**src/rtl/sfd_pkg.sv**
```systemverilog
`timescale 1ns / 1ps
// ----------------------------------------------------------------------------
// sfd_pkg
// Shared constants and control/status types of the sensor frame deframer.
// ----------------------------------------------------------------------------
package sfd_pkg;

  localparam int BYTE_W   = 8;
  localparam int WORD_W   = 16;
  localparam int STATUS_W = 2;
  localparam int INDEX_W  = 5;

  // Shortest legal frame: header, length, checksum and one payload word
  localparam int MIN_FRAME = 8;

  // Header register indexes on the configuration port
  localparam logic CFG_HEADER_FIRST  = 1'b0;
  localparam logic CFG_HEADER_SECOND = 1'b1;

  // Input item kinds
  localparam logic KIND_BYTE    = 1'b0;
  localparam logic KIND_TIMEOUT = 1'b1;

  // Result status codes
  localparam logic [STATUS_W-1:0] STATUS_GOOD     = 2'd0;
  localparam logic [STATUS_W-1:0] STATUS_BAD_LEN  = 2'd1;
  localparam logic [STATUS_W-1:0] STATUS_BAD_SUM  = 2'd2;
  localparam logic [STATUS_W-1:0] STATUS_TIMEOUT  = 2'd3;

  // Commands from the controller to the datapath
  typedef struct packed {
    logic step;        // input beat accepted: advance the parser
    logic load_first;  // load word 0 of a good frame into the output register
    logic load_next;   // load the next word of the run
    logic pop;         // output beat taken
  } cmd_t;

  // Status from the datapath to the controller
  typedef struct packed {
    logic out_valid;   // output register holds a beat
    logic ev_err;      // current input beat ends in an error result
    logic ev_good;     // current input beat completes a good frame
    logic next_last;   // the next word of the run is the final one
  } stat_t;

endpackage

```
**src/rtl/sfd_if.sv**
```systemverilog
`timescale 1ns / 1ps
// ----------------------------------------------------------------------------
// sfd_if
// Valid/ready channels of the deframer: received items in, results out.
// ----------------------------------------------------------------------------
interface sfd_in_if;
  logic                       valid;
  logic                       ready;
  logic                       kind;
  logic [sfd_pkg::BYTE_W-1:0] rx_byte;

  modport source (output valid, output kind, output rx_byte, input ready);
  modport sink   (input valid, input kind, input rx_byte, output ready);
endinterface

interface sfd_out_if;
  logic                         valid;
  logic                         ready;
  logic [sfd_pkg::STATUS_W-1:0] status;
  logic [sfd_pkg::INDEX_W-1:0]  field_index;
  logic [sfd_pkg::WORD_W-1:0]   field_value;
  logic                         last;

  modport source (output valid, output status, output field_index, output field_value,
                  output last, input ready);
  modport sink   (input valid, input status, input field_index, input field_value,
                  input last, output ready);
endinterface

```
**src/rtl/sfd_ctrl.sv**
```systemverilog
`timescale 1ns / 1ps
// ----------------------------------------------------------------------------
// sfd_ctrl
// Handshake controller: accepts input beats and sequences the word run.
// ----------------------------------------------------------------------------
module sfd_ctrl (
  input  logic            clk_i,
  input  logic            rst_ni,
  input  logic            in_valid_i,
  output logic            in_ready_o,
  input  logic            out_ready_i,
  input  sfd_pkg::stat_t  stat_i,
  output sfd_pkg::cmd_t   cmd_o,
  input  logic            multi_word_i
);

  localparam logic ST_IDLE = 1'b0;
  localparam logic ST_EMIT = 1'b1;

  logic state_q, state_d;
  logic accept, take;

  // Take an input beat only when idle and the output slot frees up
  assign in_ready_o = (state_q == ST_IDLE) && (!stat_i.out_valid || out_ready_i);
  assign accept     = in_valid_i && in_ready_o;
  assign take       = stat_i.out_valid && out_ready_i;

  always_comb begin
    cmd_o.step       = accept;
    cmd_o.load_first = accept && stat_i.ev_good;
    cmd_o.load_next  = (state_q == ST_EMIT) && take;
    cmd_o.pop        = take;
  end

  // Stay in the run until the final word is loaded
  always_comb begin
    state_d = state_q;
    case (state_q)
      ST_IDLE: begin
        if (cmd_o.load_first && multi_word_i) state_d = ST_EMIT;
      end
      ST_EMIT: begin
        if (cmd_o.load_next && stat_i.next_last) state_d = ST_IDLE;
      end
      default: state_d = ST_IDLE;
    endcase
  end

  always_ff @(posedge clk_i or negedge rst_ni) begin
    if (!rst_ni) begin
      state_q <= ST_IDLE;
    end else begin
      state_q <= state_d;
    end
  end

endmodule

```
**src/rtl/sfd_datapath.sv**
```systemverilog
`timescale 1ns / 1ps
// ----------------------------------------------------------------------------
// sfd_datapath
// Frame parser state, byte sum, word store and the registered output beat.
// ----------------------------------------------------------------------------
module sfd_datapath #(
  parameter int MAX_FRAME   = 64,
  parameter int FIELD_COUNT = 19
) (
  input  logic                          clk_i,
  input  logic                          rst_ni,
  input  logic                          cfg_we_i,
  input  logic                          cfg_idx_i,
  input  logic [sfd_pkg::BYTE_W-1:0]    cfg_wdata_i,
  input  logic                          in_kind_i,
  input  logic [sfd_pkg::BYTE_W-1:0]    in_byte_i,
  input  sfd_pkg::cmd_t                 cmd_i,
  output sfd_pkg::stat_t                stat_o,
  output logic [sfd_pkg::STATUS_W-1:0]  out_status_o,
  output logic [sfd_pkg::INDEX_W-1:0]   out_index_o,
  output logic [sfd_pkg::WORD_W-1:0]    out_value_o,
  output logic                          out_last_o
);

  localparam int LEN_BITS = $clog2(MAX_FRAME + 1);
  localparam int POS_W    = (LEN_BITS > 6) ? LEN_BITS : 6;
  localparam int IDX_W    = (FIELD_COUNT > 1) ? $clog2(FIELD_COUNT) : 1;
  localparam int BW       = sfd_pkg::BYTE_W;
  localparam int WW       = sfd_pkg::WORD_W;

  localparam logic [2:0] PH_HUNT1  = 3'd0;
  localparam logic [2:0] PH_HUNT2  = 3'd1;
  localparam logic [2:0] PH_LEN_LO = 3'd2;
  localparam logic [2:0] PH_LEN_HI = 3'd3;
  localparam logic [2:0] PH_BODY   = 3'd4;

  logic [BW-1:0]    hdr_first_q, hdr_second_q;
  logic [2:0]       phase_q, phase_d;
  logic [POS_W-1:0] len_q, len_d;
  logic [POS_W-1:0] pos_q, pos_d;
  logic [WW-1:0]    sum_q, sum_d;
  logic [BW-1:0]    hold_q, hold_d;
  logic [WW-1:0]    store_q [FIELD_COUNT];

  logic [WW-1:0]    wide_val;
  logic [POS_W-1:0] off;
  logic             wr_en, wr_hi, clr;
  logic [IDX_W-1:0] wr_word;
  logic             ev_err, ev_good;
  logic             err_load;
  logic [sfd_pkg::STATUS_W-1:0] err_code;

  logic             out_valid_q;
  logic [IDX_W-1:0] cnt_q;
  logic [IDX_W-1:0] cnt_inc;
  logic [IDX_W-1:0] rd_idx;
  logic             next_last;

  // Configuration registers
  always_ff @(posedge clk_i or negedge rst_ni) begin
    if (!rst_ni) begin
      hdr_first_q  <= 8'h2D;
      hdr_second_q <= 8'h23;
    end else if (cfg_we_i) begin
      case (cfg_idx_i)
        sfd_pkg::CFG_HEADER_FIRST:  hdr_first_q  <= cfg_wdata_i;
        sfd_pkg::CFG_HEADER_SECOND: hdr_second_q <= cfg_wdata_i;
        default: ;
      endcase
    end
  end

  // Evaluate the offered input beat; state advances only when it is accepted
  always_comb begin
    phase_d  = phase_q;
    len_d    = len_q;
    pos_d    = pos_q;
    sum_d    = sum_q;
    hold_d   = hold_q;
    wr_en    = 1'b0;
    wr_hi    = 1'b0;
    clr      = 1'b0;
    ev_err   = 1'b0;
    ev_good  = 1'b0;
    err_code = sfd_pkg::STATUS_TIMEOUT;
    wide_val = {in_byte_i, hold_q};
    off      = pos_q - POS_W'(4);
    wr_word  = off[IDX_W:1];
    if (in_kind_i == sfd_pkg::KIND_TIMEOUT) begin
      phase_d = PH_HUNT1;
      if (phase_q != PH_HUNT1 && phase_q != PH_HUNT2) begin
        ev_err   = 1'b1;
        err_code = sfd_pkg::STATUS_TIMEOUT;
      end
    end else begin
      case (phase_q)
        PH_HUNT1: begin
          if (in_byte_i == hdr_first_q) phase_d = PH_HUNT2;
        end
        PH_HUNT2: begin
          if (in_byte_i == hdr_second_q) begin
            clr     = 1'b1;
            sum_d   = {8'h00, hdr_first_q} + {8'h00, hdr_second_q};
            pos_d   = POS_W'(2);
            phase_d = PH_LEN_LO;
          end else if (in_byte_i == hdr_first_q) begin
            phase_d = PH_HUNT2;
          end else begin
            phase_d = PH_HUNT1;
          end
        end
        PH_LEN_LO: begin
          hold_d  = in_byte_i;
          sum_d   = sum_q + {8'h00, in_byte_i};
          pos_d   = POS_W'(3);
          phase_d = PH_LEN_HI;
        end
        PH_LEN_HI: begin
          sum_d = sum_q + {8'h00, in_byte_i};
          if (wide_val < WW'(sfd_pkg::MIN_FRAME) || wide_val > WW'(MAX_FRAME)) begin
            ev_err   = 1'b1;
            err_code = sfd_pkg::STATUS_BAD_LEN;
            phase_d  = PH_HUNT1;
          end else begin
            len_d   = wide_val[POS_W-1:0];
            pos_d   = POS_W'(4);
            phase_d = PH_BODY;
          end
        end
        PH_BODY: begin
          if (pos_q < len_q - POS_W'(2)) begin
            // Payload byte: sum it, store it while inside the word store
            sum_d = sum_q + {8'h00, in_byte_i};
            pos_d = pos_q + POS_W'(1);
            if (off < POS_W'(2 * FIELD_COUNT)) begin
              wr_en = 1'b1;
              wr_hi = off[0];
            end
          end else if (pos_q == len_q - POS_W'(2)) begin
            hold_d = in_byte_i;
            pos_d  = pos_q + POS_W'(1);
          end else begin
            // Checksum high byte closes the frame
            phase_d = PH_HUNT1;
            pos_d   = pos_q + POS_W'(1);
            if (wide_val == sum_q) begin
              ev_good = 1'b1;
            end else begin
              ev_err   = 1'b1;
              err_code = sfd_pkg::STATUS_BAD_SUM;
            end
          end
        end
        default: phase_d = PH_HUNT1;
      endcase
    end
  end

  assign err_load = cmd_i.step && ev_err;

  always_ff @(posedge clk_i or negedge rst_ni) begin
    if (!rst_ni) begin
      phase_q <= PH_HUNT1;
      len_q   <= '0;
      pos_q   <= '0;
      sum_q   <= '0;
      hold_q  <= '0;
    end else if (cmd_i.step) begin
      phase_q <= phase_d;
      len_q   <= len_d;
      pos_q   <= pos_d;
      sum_q   <= sum_d;
      hold_q  <= hold_d;
    end
  end

  // Word store: clear at header, write payload bytes by lane
  always_ff @(posedge clk_i) begin
    if (cmd_i.step && clr) begin
      for (int k = 0; k < FIELD_COUNT; k++) begin
        store_q[k] <= '0;
      end
    end else if (cmd_i.step && wr_en) begin
      if (wr_hi) begin
        store_q[wr_word][WW-1:BW] <= in_byte_i;
      end else begin
        store_q[wr_word][BW-1:0] <= in_byte_i;
      end
    end
  end

  // Output register and run counter
  assign cnt_inc   = cnt_q + IDX_W'(1);
  assign rd_idx    = cmd_i.load_next ? cnt_inc : '0;
  assign next_last = ({1'b0, cnt_q} + (IDX_W + 1)'(1)) == (IDX_W + 1)'(FIELD_COUNT - 1);

  always_ff @(posedge clk_i or negedge rst_ni) begin
    if (!rst_ni) begin
      out_valid_q <= 1'b0;
      cnt_q       <= '0;
    end else begin
      if (err_load || cmd_i.load_first || cmd_i.load_next) begin
        out_valid_q <= 1'b1;
      end else if (cmd_i.pop) begin
        out_valid_q <= 1'b0;
      end
      if (err_load || cmd_i.load_first) begin
        cnt_q <= '0;
      end else if (cmd_i.load_next) begin
        cnt_q <= cnt_inc;
      end
    end
  end

  always_ff @(posedge clk_i) begin
    if (err_load) begin
      out_status_o <= err_code;
      out_value_o  <= '0;
      out_last_o   <= 1'b1;
    end else if (cmd_i.load_first) begin
      out_status_o <= sfd_pkg::STATUS_GOOD;
      out_value_o  <= store_q[rd_idx];
      out_last_o   <= (FIELD_COUNT == 1);
    end else if (cmd_i.load_next) begin
      out_status_o <= sfd_pkg::STATUS_GOOD;
      out_value_o  <= store_q[rd_idx];
      out_last_o   <= next_last;
    end
  end

  assign out_index_o = sfd_pkg::INDEX_W'(cnt_q);

  always_comb begin
    stat_o.out_valid = out_valid_q;
    stat_o.ev_err    = ev_err;
    stat_o.ev_good   = ev_good;
    stat_o.next_last = next_last;
  end

endmodule

```
**src/rtl/sensor_frame_deframer_core.sv**
```systemverilog
`timescale 1ns / 1ps
// ----------------------------------------------------------------------------
// sensor_frame_deframer_core
// Hunts for a two-byte header in a UART byte stream, checks length and
// checksum, and emits the payload words of each good frame as one run.
//
// in_ch carries one beat per received byte (kind 0) or receive gap
// timeout (kind 1). out_ch carries result beats: one error beat for a bad
// length, checksum mismatch or mid-frame timeout, or FIELD_COUNT word beats
// for a good frame, with last set on the final beat of each run.
// A result appears in the output register the cycle after the input beat
// that causes it. A good frame streams one word per cycle from the word
// store while out_ch is ready, and in_ch is held off after the closing
// checksum byte until the final word of the run is loaded. While out_ch
// stalls with a beat pending, in_ch.ready stays low.
// Reset returns the parser to the header hunt, loads the header registers
// with 0x2D and 0x23 and empties the output register. The header registers
// are written through cfg_we_i, cfg_idx_i (0 first, 1 second), cfg_wdata_i.
// ----------------------------------------------------------------------------
module sensor_frame_deframer_core #(
  parameter int MAX_FRAME   = 64,
  parameter int FIELD_COUNT = 19
) (
  input  logic                       clk_i,
  input  logic                       rst_ni,
  sfd_in_if.sink                     in_ch,
  sfd_out_if.source                  out_ch,
  input  logic                       cfg_we_i,
  input  logic                       cfg_idx_i,
  input  logic [sfd_pkg::BYTE_W-1:0] cfg_wdata_i
);

  sfd_pkg::cmd_t  cmd;
  sfd_pkg::stat_t stat;

  // Handshake and run sequencing
  sfd_ctrl u_ctrl (
    .clk_i        (clk_i),
    .rst_ni       (rst_ni),
    .in_valid_i   (in_ch.valid),
    .in_ready_o   (in_ch.ready),
    .out_ready_i  (out_ch.ready),
    .stat_i       (stat),
    .cmd_o        (cmd),
    .multi_word_i (FIELD_COUNT > 1)
  );

  // Parser, word store and output register
  sfd_datapath #(
    .MAX_FRAME   (MAX_FRAME),
    .FIELD_COUNT (FIELD_COUNT)
  ) u_datapath (
    .clk_i        (clk_i),
    .rst_ni       (rst_ni),
    .cfg_we_i     (cfg_we_i),
    .cfg_idx_i    (cfg_idx_i),
    .cfg_wdata_i  (cfg_wdata_i),
    .in_kind_i    (in_ch.kind),
    .in_byte_i    (in_ch.rx_byte),
    .cmd_i        (cmd),
    .stat_o       (stat),
    .out_status_o (out_ch.status),
    .out_index_o  (out_ch.field_index),
    .out_value_o  (out_ch.field_value),
    .out_last_o   (out_ch.last)
  );

  assign out_ch.valid = stat.out_valid;

  // Accept input only when the output slot is free or draining
  a_accept_slot: assert property (@(posedge clk_i) disable iff (!rst_ni)
    in_ch.valid && in_ch.ready |-> !out_ch.valid || out_ch.ready)
    else $error("input beat accepted while a result was stalled");

  // A run continues in the next cycle with the next index
  a_run_cont: assert property (@(posedge clk_i) disable iff (!rst_ni)
    out_ch.valid && out_ch.ready && !out_ch.last |=>
      out_ch.valid && out_ch.field_index == sfd_pkg::INDEX_W'($past(out_ch.field_index) + 1'b1))
    else $error("word run broken");

  // Error beats stand alone
  a_err_last: assert property (@(posedge clk_i) disable iff (!rst_ni)
    out_ch.valid && out_ch.status != sfd_pkg::STATUS_GOOD |-> out_ch.last)
    else $error("error result without last");

  // No input is taken in the middle of a run
  a_run_block: assert property (@(posedge clk_i) disable iff (!rst_ni)
    out_ch.valid && !out_ch.last |-> !in_ch.ready)
    else $error("input accepted during a word run");

endmodule

```
**src/flat_wrapper.sv**
```systemverilog
// flat-port wrapper written by rule: the top's interface ports become plain ports
module sensor_frame_deframer_core_flat 
#(
  parameter int MAX_FRAME   = 64,
  parameter int FIELD_COUNT = 19
)
  (clk_i, rst_ni, cfg_we_i, cfg_idx_i, cfg_wdata_i, in_ch_valid, in_ch_kind, in_ch_rx_byte, in_ch_ready, out_ch_valid, out_ch_status, out_ch_field_index, out_ch_field_value, out_ch_last, out_ch_ready);
  sfd_in_if in_ch_i ();
  sfd_out_if out_ch_i ();
  input  logic clk_i;
  input  logic rst_ni;
  input  logic cfg_we_i;
  input  logic cfg_idx_i;
  input  logic [sfd_pkg::BYTE_W-1:0] cfg_wdata_i;
  input wire logic [$bits(in_ch_i.valid)-1:0] in_ch_valid;
  input wire logic [$bits(in_ch_i.kind)-1:0] in_ch_kind;
  input wire logic [$bits(in_ch_i.rx_byte)-1:0] in_ch_rx_byte;
  output wire logic [$bits(in_ch_i.ready)-1:0] in_ch_ready;
  output wire logic [$bits(out_ch_i.valid)-1:0] out_ch_valid;
  output wire logic [$bits(out_ch_i.status)-1:0] out_ch_status;
  output wire logic [$bits(out_ch_i.field_index)-1:0] out_ch_field_index;
  output wire logic [$bits(out_ch_i.field_value)-1:0] out_ch_field_value;
  output wire logic [$bits(out_ch_i.last)-1:0] out_ch_last;
  input wire logic [$bits(out_ch_i.ready)-1:0] out_ch_ready;
  assign in_ch_i.valid = in_ch_valid;
  assign in_ch_i.kind = in_ch_kind;
  assign in_ch_i.rx_byte = in_ch_rx_byte;
  assign in_ch_ready = in_ch_i.ready;
  assign out_ch_valid = out_ch_i.valid;
  assign out_ch_status = out_ch_i.status;
  assign out_ch_field_index = out_ch_i.field_index;
  assign out_ch_field_value = out_ch_i.field_value;
  assign out_ch_last = out_ch_i.last;
  assign out_ch_i.ready = out_ch_ready;
  sensor_frame_deframer_core #(.MAX_FRAME(MAX_FRAME), .FIELD_COUNT(FIELD_COUNT)) u_core (.clk_i(clk_i), .rst_ni(rst_ni), .in_ch(in_ch_i), .out_ch(out_ch_i), .cfg_we_i(cfg_we_i), .cfg_idx_i(cfg_idx_i), .cfg_wdata_i(cfg_wdata_i));
endmodule
```
**config.mk**
```make
export PLATFORM = sky130hd
export DESIGN_NAME = sensor_frame_deframer_core_flat
export DESIGN_NICKNAME = d
export VERILOG_FILES = /design/src/rtl/sfd_pkg.sv /design/src/rtl/sfd_if.sv /design/src/rtl/sfd_ctrl.sv /design/src/rtl/sfd_datapath.sv /design/src/rtl/sensor_frame_deframer_core.sv /design/src/flat_wrapper.sv
export SDC_FILE = /design/constraint.sdc
export NUM_CORES = 1
export LEC_CHECK = 0
export BUFFER_PORTS_ARGS = -buffer_cell sky130_fd_sc_hd__buf_2
export CORE_UTILIZATION = 65
export CTS_BUF_LIST = sky130_fd_sc_hd__clkbuf_16
export DETAILED_ROUTE_END_ITERATION = 6
export GPL_TIMING_DRIVEN = 0
export PLACE_DENSITY_LB_ADDON = 0.12
export SLEW_MARGIN = 40
export SYNTH_ARGS = -nofsm -noshare
export SYNTH_HDL_FRONTEND = slang
export SYNTH_SLANG_ARGS = --single-unit
export TNS_END_PERCENT = 50
```
**constraint.sdc**
```tcl
create_clock -name clk_i -period 8.2 [get_ports clk_i]
set_input_delay 1.64 -clock clk_i [delete_from_list [all_inputs] [get_ports clk_i]]
set_output_delay 1.64 -clock clk_i [all_outputs]
set_load 0.01 [all_outputs]
```
==> flow_summary.ini <==
[worst_setup_path]
crit_family = simple AND/OR/NAND/NOR gates
cp-start-kind = flip-flop
crit_chain = clkbuf_1, inv_1, clkbuf_1, ha_1, nor2b_1, o21ai_0, a21oi_1, or4_4, buf_6, nor2_2, nand2_1, inv_2, nand2_1, nor3_1
crit_slowest_cell = nor3_1
max_stage_delay_ns = 0.79
crit_type = flip-flop to flip-flop
critPathMaxFanout = 31
end_kind = flip-flop
worstPathArrival_ns = 5.91
required_ns = 8.54
path_buf_inv = 5

[job]
maxCapViolations = 0

[clock_tree]
cts-resized-gates = 0
cts_buffer_depth = 3
cts.clk_slew.worst_paths_ns = 0.07
tritoncts = done
clock_sinks = 595
cts_root_buf = clkbuf_16
htreeDepth = 2
numCtsBuffers = 59
holdBufCountCts = 0
clock_latency_ns = 0.66
post_cts_buffers = 0

[global_routing]
grt_max_degree = 35
grt.busiest_layer = met2
grt.met2_usage_pct = 61.48
grt_pass1_vias = 20390
grtUsageTotal_pct = 41.05
met3_usage_pct = 10.17
antenna_found_initial = 2
grt_pass1_wl_um = 124800
use_met1_pct = 56.39
overflow = 0

[synth]
synthSimpleGateAreaFrac_pct = 18.27
async_flop_share_pct = 10.76
synth-compound-area-share_pct = 9.268
synth_edf_count = 498
ys_dominant_reg_cell = edfxtp_1
synth_area_leaders = edfxtp_1, dfrtp_1, nand2_1, nor2_1, nor3_1
syn_area_per_cell_um2 = 10.95
synth_common_cells = edfxtp_1, nand2_1, nor2_1
synth_warnings = 0
ys_seq_area_share_pct = 63.26
synth_area_mm2 = 0.02723
yosysMostFrequentCell = edfxtp_1
ys_ff_latch = 595
synthCells = 2486
synth.top_cell.area_share_pct = 54.92
synthMuxAreaShare_pct = 2.734
synth_area_leader_cell = edfxtp_1
synth_fa_ha_area_share_pct = 1.480
synth_xor_area_share_pct = 1.833
netlist-cell-type-count = 70
synth_top_family_by_area = simple AND/OR/NAND/NOR gates

[power]
pwr-share-clk_pct = 41.6
power.leakage_nw = 11.82
internal_power_w = 0.004803
pwr-share-comb_pct = 4.3
sw_frac_of_total_pct = 22.15
power_density_mw_per_mm2 = 200.1
fin_total_pwr_w = 0.006169
p_switching_w = 0.001366
ir_drop_mv = 0.2026
pwr-share-seq_pct = 54.2

[drt]
vias_per_cell = 6.520
dr.pass1.iters = 7
post_drt_wl_per_cell_um = 25.61
ant_nets = 0
wirelength_um = 86620
vias = 22060
drcViolationCount = 5
drt_iter0_drc = 3578

[floorplanning]
coreArea_mm2 = 0.04111
placementRows = 74
start_util_pct = 66.24
fp.dieW_um = 206.7
io_pins = 49
dieArea_mm2 = 0.04271
die_h_um = 206.7

[placement]
place_congestion = 1.026
portBuffers = 47
dp_hpwl_um = 61450

[layout]
antenna_cells = 0
nFillCells = 2839
drive_gt1_share_pct = 8.523
multi_input_area_mm2 = 0.01001
area_growth_pct = 13.24
ff_latch_area_mm2 = 0.01723
nets = 2856

[timing]
worst-slew-pin-transition_ns = 0.9683
clock_skew_ns = 0.04117
period_share_pct = 67.90
min_period_ns = 5.568
fmax_ghz = 0.1796
rsz0062_at_grt = false
timing.setup.tns_ns = 0
finalSetupViolations = 0
maxSlewHeadroom_pct = 35.45
hold_violations = 0
slew_viol_final = 0
fin_hold_ws_ns = 0.4597

[hold_path]
hold_path_class = flip-flop to flip-flop

[run_status]
violations = design-rule violations
status = finished, violations left
state kept, by name, indices dropped and copies added, names as in the netlist:
name,count
u_core.u_datapath.out_last_o,1
u_core.u_datapath.out_status_o,2
u_core.u_datapath.out_valid_q,1
u_core.u_ctrl.state_q,1
u_core.u_datapath.out_value_o,16
u_core.u_datapath.hdr_second_q,8
u_core.u_datapath.out_index_o,5
u_core.u_datapath.hold_q,8
u_core.u_datapath.hdr_first_q,8
u_core.u_datapath.store_q,512
u_core.u_datapath.len_q,7
u_core.u_datapath.pos_q,7
u_core.u_datapath.sum_q,16
u_core.u_datapath.phase_q,3
power by group through the flow:
stage	clock network (W)	registers [W]	logic (W)
2_1_floorplan	0	0.00339	0.000182
3_3_place_gp	0	0.00340	0.000238
3_5_place_dp	0	0.00340	0.000252
4_1_cts	0.00254	0.00334	0.000255
5_1_grt	0.00265	0.00335	0.000290
6_report	0.00256	0.00334	0.000264
area by class of cell:
class / count / area share (%)
multi-input cells: 1881 / 32.45
well taps: 532 / 2.159
clock buffers: 59 / 4.788
inverters: 33 / 0.4017
repair buffers: 48 / 0.8359
clock inverters: 51 / 1.063
plain buffers: 184 / 2.439
flip-flops and latches: 595 / 55.86
logic make-up (layout without fill, tap and decap cells):
kind of cell    after synthesis  count (layout)
compound gates              401             401
mux                          67              67
other cells                   1             208
fa+ha+maj                    31              31
buf+inv                     217             375
simple gates               1117            1117
flops                       595             595
xor+xnor                     57              57
worst paths after layout:
kind	depth (start not counted)	slack (ns)	end	startpoint
min in group asynchronous	1	0.95	u_core.u_datapath.hdr_first_q[7]	rst_ni
setup / recovery	14	2.63	u_core.u_datapath.store_q[3][5]	u_core.u_datapath.pos_q[0]
hold / removal	1	0.46	u_core.u_datapath.out_value_o[5]	u_core.u_datapath.out_value_o[5]
hold reg to reg	1	0.46	u_core.u_datapath.out_value_o[5]	u_core.u_datapath.out_value_o[5]
setup reg to reg	14	2.63	u_core.u_datapath.store_q[3][5]	u_core.u_datapath.pos_q[0]
max in group asynchronous	2	6.71	u_core.u_datapath.pos_q[3]	rst_ni
per-stage QoR:
step                cells  utilization (%)  instance area (um^2)  worst slack (ns)
global route         3383            75.01                 30840             2.693
finish               3383            75.01                 30840             2.632
global placement     3272            70.32                 28910             2.238
CTS                  3383            74.95                 30810             2.936
detailed placement   3273            70.57                 29010             2.414
floorplan            2693                -                 28010             3.644
worst register-to-register path: stages (launching register included):
cell and delay (ns):
dfrtp_1 0.39, clkbuf_1 0.18, inv_1 0.31, clkbuf_1 0.76
ha_1 0.28, nor2b_1 0.04, o21ai_0 0.14, a21oi_1 0.16
or4_4 0.55, buf_6 0.17, nor2_2 0.26, nand2_1 0.15
inv_2 0.54, nand2_1 0.53, nor3_1 0.79
routing by layer:
layer | wire [um] | share of wire, %
met2 | 38070 | 44
met3 | 12460 | 14
met1 | 31460 | 36
met5 | 13 | 0.015
met4 | 4613 | 5.3
placed cells by master (no fill, tap or decap), types with 11 or more instances in the layout:
cell type	instances
a211oi_1	38
a21oi_1	89
a31oi_1	26
a32o_1	16
a32oi_1	16
buf_1	15
buf_2	61
clkbuf_1	135
clkbuf_16	59
clkbuf_2	16
clkinv_1	11
clkinv_2	11
conb_1	208
dfrtp_1	57
dfxtp_1	33
edfxtp_1	498
ha_1	29
inv_1	46
mux2_2	29
mux2i_1	35
nand2_1	379
nand3_1	114
nand4_1	18
nor2_1	313
nor2_2	12
nor3_1	188
o211ai_1	25
o21ai_0	117
o22a_1	13
or3_1	19
or4_1	16
xnor2_1	21
xor2_1	36
Power figures use the tool's default switching activity.
